## src/hdl/vc_pkg.sv

```systemverilog
// vc_pkg: shared types and constants of the varint codec
// used by vc_dec and varint_codec; no dependencies
package vc_pkg;

	// 7-bit groups, at most ten of them for a 64-bit value
	localparam int unsigned GROUP_W  = 7;
	localparam int unsigned VALUE_W  = 64;
	localparam int unsigned NARROW_W = 32;
	localparam int unsigned ACC_W    = 70;
	localparam int unsigned BYTE_W   = 8;
	localparam int unsigned CNT_W    = 4;

	localparam logic [CNT_W-1:0] GROUPS_MAX   = 4'd10;
	localparam logic [CNT_W-1:0] LIMIT_NARROW = 4'd5;
	localparam logic [CNT_W-1:0] LIMIT_WIDE   = 4'd10;

	// command and result kind codes
	localparam logic CMD_ENCODE = 1'b0;
	localparam logic CMD_DECODE = 1'b1;
	localparam logic KIND_BYTE  = 1'b0;
	localparam logic KIND_VALUE = 1'b1;

	typedef enum logic [1:0] {
		ST_IDLE,
		ST_ENC,
		ST_ERR,
		ST_ALIGN
	} state_t;

	// control from the sequencer to the decode accumulator
	typedef struct packed {
		logic take;
		logic align;
		logic clear;
	} dec_ctrl_t;

	// status back from the decode accumulator
	typedef struct packed {
		logic [CNT_W-1:0] count;
		logic             done;
	} dec_stat_t;

endpackage

```

## src/hdl/varint_codec.sv

```systemverilog
// varint_codec: unsigned LEB128 varint encoder and streaming decoder, top level
// instantiates vc_dec; uses vc_pkg
// Usage:
//   slave channel s_*: one word per command; s_tuser is the command (encode or
//   decode), s_tdata carries the value to encode and the byte to decode.
//   master channel m_*: result words; m_tuser says whether the word is an
//   encoded byte or a decoded value and flags a decode over the byte limit,
//   m_tlast marks the final result of a command.
//   cfg channel: one write of cfg_data sets the width mode (0 = 32 bit,
//   1 = 64 bit); always ready, write only while no command is in flight.
// Timing:
//   encode emits one byte per cycle while the result slot is free, n bytes
//   for an n-group value, from a 7-bit digit shift register; the next word
//   is taken after the last byte. a decode byte with continuation set below
//   the byte limit is taken with no result. after a closing decode byte, zero
//   shifts fill the accumulator shift line up to the ten group shifts it needs
//   to align the value; a limit error result is loaded from the error state.
// The result register lets the core go on while a result waits; a stalled
// receiver holds the core only when it has its next result ready.
// Reset clears the mode to 32 bit, the decode state and the result register.
module varint_codec (
	input  logic        clk,
	input  logic        arst_n,
	// configuration write
	input  logic        cfg_valid,
	output logic        cfg_ready,
	input  logic        cfg_data,      // wide_mode
	// command stream
	input  logic        s_tvalid,
	output logic        s_tready,
	input  logic [71:0] s_tdata,       // value[63:0], in_byte[71:64]
	input  logic        s_tuser,       // cmd
	// result stream
	output logic        m_tvalid,
	input  logic        m_tready,
	output logic [71:0] m_tdata,       // out_byte[7:0], out_value[71:8]
	output logic [1:0]  m_tuser,       // kind[0], error[1]
	output logic        m_tlast        // last
);
	import vc_pkg::*;

	state_t state_q, state_d;

	logic                wide_q;
	logic [VALUE_W-1:0]  enc_q;
	logic                enc_load, enc_shift, enc_more;

	dec_ctrl_t           dec_ctrl;
	dec_stat_t           dec_stat;
	logic [VALUE_W-1:0]  dec_value;

	logic                accept, slot_free, in_more, at_limit;
	logic [CNT_W-1:0]    limit;
	logic [BYTE_W-1:0]   in_byte;

	logic                out_load, out_kind, out_error, out_last;
	logic [BYTE_W-1:0]   out_byte;
	logic [VALUE_W-1:0]  out_value;

	logic                m_tvalid_q;
	logic [71:0]         m_tdata_q;
	logic [1:0]          m_tuser_q;
	logic                m_tlast_q;

	// decode accumulator
	vc_dec u_dec (
		.clk       (clk),
		.arst_n    (arst_n),
		.ctrl      (dec_ctrl),
		.group_in  (in_byte[GROUP_W-1:0]),
		.wide_mode (wide_q),
		.stat      (dec_stat),
		.value     (dec_value)
	);

	// configuration register
	assign cfg_ready = 1'b1;
	always_ff @(posedge clk or negedge arst_n) begin
		if (!arst_n) begin
			wide_q <= 1'b0;
		end else if (cfg_valid) begin
			wide_q <= cfg_data;
		end
	end

	// handshake and decode limit
	assign accept    = s_tvalid && s_tready;
	assign slot_free = !m_tvalid_q || m_tready;
	assign in_byte   = s_tdata[71:64];
	assign in_more   = in_byte[BYTE_W-1];
	assign limit     = wide_q ? LIMIT_WIDE : LIMIT_NARROW;
	assign at_limit  = (dec_stat.count + 4'd1) >= limit;
	assign enc_more  = |enc_q[VALUE_W-1:GROUP_W];

	// encode shift register, one group per emitted byte
	always_ff @(posedge clk) begin
		if (enc_load) begin
			enc_q <= wide_q ? s_tdata[VALUE_W-1:0]
			                : {{(VALUE_W-NARROW_W){1'b0}}, s_tdata[NARROW_W-1:0]};
		end else if (enc_shift) begin
			enc_q <= {{GROUP_W{1'b0}}, enc_q[VALUE_W-1:GROUP_W]};
		end
	end

	// state register
	always_ff @(posedge clk or negedge arst_n) begin
		if (!arst_n) begin
			state_q <= ST_IDLE;
		end else begin
			state_q <= state_d;
		end
	end

	// next state
	always_comb begin
		state_d = state_q;
		case (state_q)
			ST_IDLE: begin
				if (accept) begin
					if (s_tuser == CMD_ENCODE) begin
						state_d = ST_ENC;
					end else if (!in_more) begin
						state_d = ST_ALIGN;
					end else if (at_limit) begin
						state_d = ST_ERR;
					end
				end
			end
			ST_ENC: begin
				if (slot_free && !enc_more) state_d = ST_IDLE;
			end
			ST_ERR: begin
				if (slot_free) state_d = ST_IDLE;
			end
			ST_ALIGN: begin
				if (dec_stat.done && slot_free) state_d = ST_IDLE;
			end
			default: state_d = ST_IDLE;
		endcase
	end

	// sequencer outputs
	always_comb begin
		s_tready       = 1'b0;
		enc_load       = 1'b0;
		enc_shift      = 1'b0;
		dec_ctrl.take  = 1'b0;
		dec_ctrl.align = 1'b0;
		dec_ctrl.clear = 1'b0;
		out_load       = 1'b0;
		out_kind       = KIND_BYTE;
		out_error      = 1'b0;
		out_last       = 1'b0;
		out_byte       = '0;
		out_value      = '0;
		case (state_q)
			ST_IDLE: begin
				s_tready = 1'b1;
				if (accept) begin
					if (s_tuser == CMD_ENCODE) begin
						enc_load = 1'b1;
					end else if (in_more && at_limit) begin
						dec_ctrl.clear = 1'b1;
					end else begin
						dec_ctrl.take = 1'b1;
					end
				end
			end
			ST_ENC: begin
				out_load  = slot_free;
				enc_shift = slot_free;
				out_byte  = {enc_more, enc_q[GROUP_W-1:0]};
				out_last  = !enc_more;
			end
			ST_ERR: begin
				out_load  = slot_free;
				out_kind  = KIND_VALUE;
				out_error = 1'b1;
				out_last  = 1'b1;
			end
			ST_ALIGN: begin
				out_kind  = KIND_VALUE;
				out_last  = 1'b1;
				out_value = dec_value;
				if (!dec_stat.done) begin
					dec_ctrl.align = 1'b1;
				end else begin
					out_load       = slot_free;
					dec_ctrl.clear = slot_free;
				end
			end
			default: begin
			end
		endcase
	end

	// result register valid
	always_ff @(posedge clk or negedge arst_n) begin
		if (!arst_n) begin
			m_tvalid_q <= 1'b0;
		end else if (out_load) begin
			m_tvalid_q <= 1'b1;
		end else if (m_tready) begin
			m_tvalid_q <= 1'b0;
		end
	end

	// result register payload
	always_ff @(posedge clk) begin
		if (out_load) begin
			m_tdata_q <= {out_value, out_byte};
			m_tuser_q <= {out_error, out_kind};
			m_tlast_q <= out_last;
		end
	end

	assign m_tvalid = m_tvalid_q;
	assign m_tdata  = m_tdata_q;
	assign m_tuser  = m_tuser_q;
	assign m_tlast  = m_tlast_q;

`ifndef NO_ASSERTIONS
	a_idle_count: assert property (@(posedge clk) disable iff (!arst_n)
		state_q == ST_IDLE |-> dec_stat.count < LIMIT_WIDE)
		else $error("decode byte count reached the limit while idle");

	a_error_word: assert property (@(posedge clk) disable iff (!arst_n)
		m_tvalid && m_tuser[1] |-> m_tlast && m_tuser[0] == KIND_VALUE && m_tdata == '0)
		else $error("error result is not a final empty value");

	a_enc_last: assert property (@(posedge clk) disable iff (!arst_n)
		m_tvalid && m_tuser[0] == KIND_BYTE |-> m_tlast == !m_tdata[BYTE_W-1])
		else $error("encoded byte continuation disagrees with last");

	a_value_aligned: assert property (@(posedge clk) disable iff (!arst_n)
		out_load && out_kind == KIND_VALUE && !out_error |-> dec_stat.done)
		else $error("decoded value loaded before alignment finished");
`endif

endmodule

```

## src/hdl/vc_dec.sv

```systemverilog
// vc_dec: decode accumulator, a 70-bit shift line fed one 7-bit group per word
// groups enter at the top and are aligned by further zero shifts; uses vc_pkg
module vc_dec (
	input  logic                     clk,
	input  logic                     arst_n,
	input  vc_pkg::dec_ctrl_t        ctrl,
	input  logic [vc_pkg::GROUP_W-1:0] group_in,
	input  logic                     wide_mode,
	output vc_pkg::dec_stat_t        stat,
	output logic [vc_pkg::VALUE_W-1:0] value
);
	import vc_pkg::*;

	logic [ACC_W-1:0] acc_q;
	logic [CNT_W-1:0] shift_q;

	// group shift line: new group at the top, zeros while aligning
	always_ff @(posedge clk) begin
		if (ctrl.take) begin
			acc_q <= {group_in, acc_q[ACC_W-1:GROUP_W]};
		end else if (ctrl.align) begin
			acc_q <= {{GROUP_W{1'b0}}, acc_q[ACC_W-1:GROUP_W]};
		end else if (ctrl.clear) begin
			acc_q <= '0;
		end
	end

	// shifts done so far; equals the byte count until alignment starts
	always_ff @(posedge clk or negedge arst_n) begin
		if (!arst_n) begin
			shift_q <= '0;
		end else if (ctrl.clear) begin
			shift_q <= '0;
		end else if (ctrl.take || ctrl.align) begin
			shift_q <= shift_q + 4'd1;
		end
	end

	// status and width-masked result
	assign stat.count = shift_q;
	assign stat.done  = (shift_q == GROUPS_MAX);
	assign value = wide_mode ? acc_q[VALUE_W-1:0]
	                         : {{(VALUE_W-NARROW_W){1'b0}}, acc_q[NARROW_W-1:0]};

`ifndef NO_ASSERTIONS
	a_shift_range: assert property (@(posedge clk) disable iff (!arst_n)
		shift_q <= GROUPS_MAX)
		else $error("decode shift count beyond ten groups");
`endif

endmodule

```

## config.mk

```make
export PLATFORM = sky130hd
export DESIGN_NAME = varint_codec
export DESIGN_NICKNAME = d
export VERILOG_FILES = /design/src/hdl/vc_pkg.sv /design/src/hdl/varint_codec.sv /design/src/hdl/vc_dec.sv
export SDC_FILE = /design/constraint.sdc
export NUM_CORES = 1
export LEC_CHECK = 0
export BUFFER_PORTS_ARGS = -buffer_cell sky130_fd_sc_hd__buf_2
export CAP_MARGIN = 25
export CORE_MARGIN = 2
export CORE_UTILIZATION = 35
export CTS_CLUSTER_SIZE = 24
export DETAILED_ROUTE_END_ITERATION = 8
export PLACE_DENSITY = 0.58
export SYNTH_ARGS = -nofsm -noshare
export SYNTH_HDL_FRONTEND = slang
export SYNTH_HIERARCHICAL = 1
export SYNTH_SLANG_ARGS = --single-unit
```

## constraint.sdc

```tcl
create_clock -name clk -period 10 [get_ports clk]
set_clock_uncertainty 0.05 [all_clocks]
set_input_delay 0.5 -clock clk [delete_from_list [all_inputs] [get_ports clk]]
set_output_delay 0.5 -clock clk [all_outputs]
set_load 0.05 [all_outputs]
```

==> summary.md <==
| Metric | Value |
|---|---|
| Die X | 167 um |
| CTS Sinks | 217 |
| Initial Util | a little over a third |
| Clk_lat worst skew | 0.51 ns |
| H-Tree Depth | 1 |
| Die footprint | 28000 sq um |
| Residual DRC | 20 |
| Setup violators final | 0 |
| Worst vdd ir | 0.130 mV |
| WL final | between 15000 and 20000 um |
| Final HPWL DP | 11800 um |
| Worst setup path category | reg -> reg |
| WL/cell | 15.1 um |
| Core area | 26100 sq um |
| Hold Violations, Final | 0 |
| CP arrival | about 4.5 ns |
| Clock root buffer | clkbuf_16 |
| Commonest non-fill, non-tap cells in the layout | edfxtp_1, buf_2, nand2_1, and2_1, nor2b_1 |
| Avg Cell Area, Syn | between 10 and 15 sq um |
| Clock-pin slew on the worst setup and hold paths | 0.06 ns |
| Syn Nets | 819 |
| Fmax | roughly 220 MHz |
| ANT nets after route | 0 |
| Max transition margin | between 30% and 40% |
| Synth Warn # | 6 |
| Tot GR Track Use | 12.8% |
| Yosys cell types | 42 |
| Hold Path Class | in -> reg |
| Drt first-iter violations | 375 |
| # IOs | around 160 |
| First-pass GRT wire length | 28700 um |
| Crit path capture type | register |
| Fin crit share | ~45% |
| Area growth, synth to finish | 17.5% |
| Synthesis-stage register bit count | roughly 220 |
| CP Launch Type | register |
| Hold WS | 0.146 ns |
| Pwr/cell area | 337 nW/um^2 |
| Initial antenna violation count | 5 |
| Die Y | 167 um |
| GR Overflow Total | 0 |
| Status | finished, violations left |
| Yosys top cell area share | about two thirds |
| Slew Limit Fails | 0 |
| Crit path max fanout | 70 |
| Cell taking the most area after synthesis | edfxtp_1 |
| Number of buffers created by CTS | 24 |
| Most common cell after layout, fill and taps aside | edfxtp_1 |
| Largest cells by area after synthesis | edfxtp_1, and2_1, nand2_1 |
| Vias per std cell | 4.56 |
| TritonCTS clock tree | yes |
| Synth Instances | about 730 |
| Failing checks | DRC |
| RSZ-0062 raised after global routing | no |
| Share of layout cells above drive strength 1 | between 20% and 30% |
| Port Buffers | 155 |
| Final net count | 940 |
| TNS Setup | 0 ns |
| Post-CTS Resized | 0 |
| Row count | 59 |
| Final Wtd Congestion | 0.773 |
| Leak | 4.33 nW |
| Number of vias in the routed layout | 5483 |
| Cell area after synthesis | 9330 sq um |
| Largest net degree at the start of global routing | 84 |
| Bufs on Longest Clock Path | 3 |
| Sequential fraction of the synthesis area | 69.4% |
| Vias in the first global route | ~5500 |
| Max Cap Violations | 0 |
| Fin crit period | 4.46 ns |
| Worst Max-Slew Pin Slew | between 1 and 1.5 ns |
| DRT Pass-1 Iters | 6 |
| CP required | 10.08 ns |
[worst paths after layout]
path | depth (start not counted) | endpoint | startpoint | slack [ns]
min reg2reg | 1 | u_dec/acc_q[59] | u_dec/acc_q[66] | 0.47
min | 2 | wide_q | cfg_valid | 0.15
max reg2reg | 9 | u_dec/acc_q[0] | wide_q | 5.54
max in group asynchronous | 2 | wide_q | arst_n | 9.36
max | 9 | u_dec/acc_q[0] | wide_q | 5.54
min in group asynchronous | 2 | u_dec/shift_q[1] | arst_n | 0.34
[area by class of cell]
cell class | count | area [sq um]
clock buffer | 31 | 637
multi-input combinational | 439 | 2460
clock inverter | 11 | 113
fill | 2461 | 15200
timing repair buffer | 163 | 836
sequential | 217 | 6480
inverter | 5 | 18.8
tap | 335 | 419
antenna | 2 | 5.00
[stage by stage]
| step | instance area (sq um) | setup slack [ns] | power, mW | util, % | std cells |
|---|---|---|---|---|---|
| 2_1_floorplan | 9330 | 3.16 | 2.64 | - | 729 |
| 3_3_place_gp | 10200 | 5.30 | 2.87 | 39.0 | 1157 |
| 3_5_place_dp | 10200 | 5.46 | 2.90 | 39.0 | 1158 |
| 4_1_cts | 11000 | 5.45 | 3.75 | 41.9 | 1201 |
| 5_1_grt | 11000 | 5.15 | 3.91 | 41.9 | 1201 |
| 6_report | 11000 | 5.54 | 3.69 | 42.0 | 1203 |
[metal layers]
metal | part of all wire (%) | global-route usage, % | up-vias | wire length [um]
met4 | 1.9 | 3.93 | 6 | 350
met3 | 7.6 | 3.85 | 34 | 1380
met5 | 0.24 | 0 | - | 43
met1 | 44 | 16.4 | 2569 | 7930
li1 | - | - | 2708 | -
met2 | 46 | 21.1 | 166 | 8420
[registers in the layout, summed over array words and instances, names as in the netlist]
name,count
m_tdata,72
u_dec/acc_q,70
enc_q,64
u_dec/shift_q,4
m_tuser,2
state_q,2
m_tlast,1
m_tvalid,1
wide_q,1
[synth_stat cells, drive strengths merged]
| library cell | instances |
|---|---|
| xor2 | 2 |
| nand2 | 152 |
| nand4 | 2 |
| a2111oi | 1 |
| inv | 5 |
| nor2 | 10 |
| or2 | 2 |
| nor3 | 5 |
| mux2i | 1 |
| xnor2 | 2 |
| nor4 | 10 |
| clkbuf | 31 |
| nor2b | 52 |
| mux2 | 1 |
| and2b | 13 |
| nand3 | 7 |
| ha | 11 |
| edfxtp | 209 |
| nor3b | 2 |
| o21ai | 30 |
| o22ai | 1 |
| o41a | 1 |
| and2 | 111 |
| or3 | 2 |
| and3 | 7 |
| nand3b | 1 |
| buf | 37 |
| dfrtp | 8 |
| a21oi | 6 |
| nand2b | 2 |
| conb | 1 |
| or4 | 4 |
[repair_timing]
item | CTS | global route
hold buffers | 1 | 0
setup buffers | 0 | 0
endpoints found under the setup margin | 0 | 0
hold endpoints to repair | 8 | 0
[critical path: stages (launching register included)]
cell and delay, ns:
dfrtp_2 1.02, inv_1 0.23, ha_1 0.34, nand2b_1 0.14, a2111oi_0 0.39, nor3_1 0.13, and2_1 0.19, nor3b_1 0.49
buf_2 0.28, or3_4 0.74
[power by group]
part	internal [mW]	total, mW	switching (mW)	leakage, nW
clock	0.499	0.841	0.342	0.361
sequential	1.52	1.68	0.157	2.10
combinational	0.283	1.17	0.889	1.87
total	2.31	3.69	1.39	4.33
[kinds of logic after synthesis]
kind of cell / Yosys count / share of synthesized area [%]
AND/OR/NAND/NOR: 382 / 21.8
multiplexers: 2 / 0.228
XOR/XNOR: 4 / 0.375
adder cells (fa/ha/maj): 11 / 1.47
other: 1 / 0.0402
buffers and inverters: 73 / 4.49
AO/OA/AOI/OAI: 39 / 2.21
flip-flops: 217 / 69.4
No activity file was read; power rests on OpenSTA's default activity.
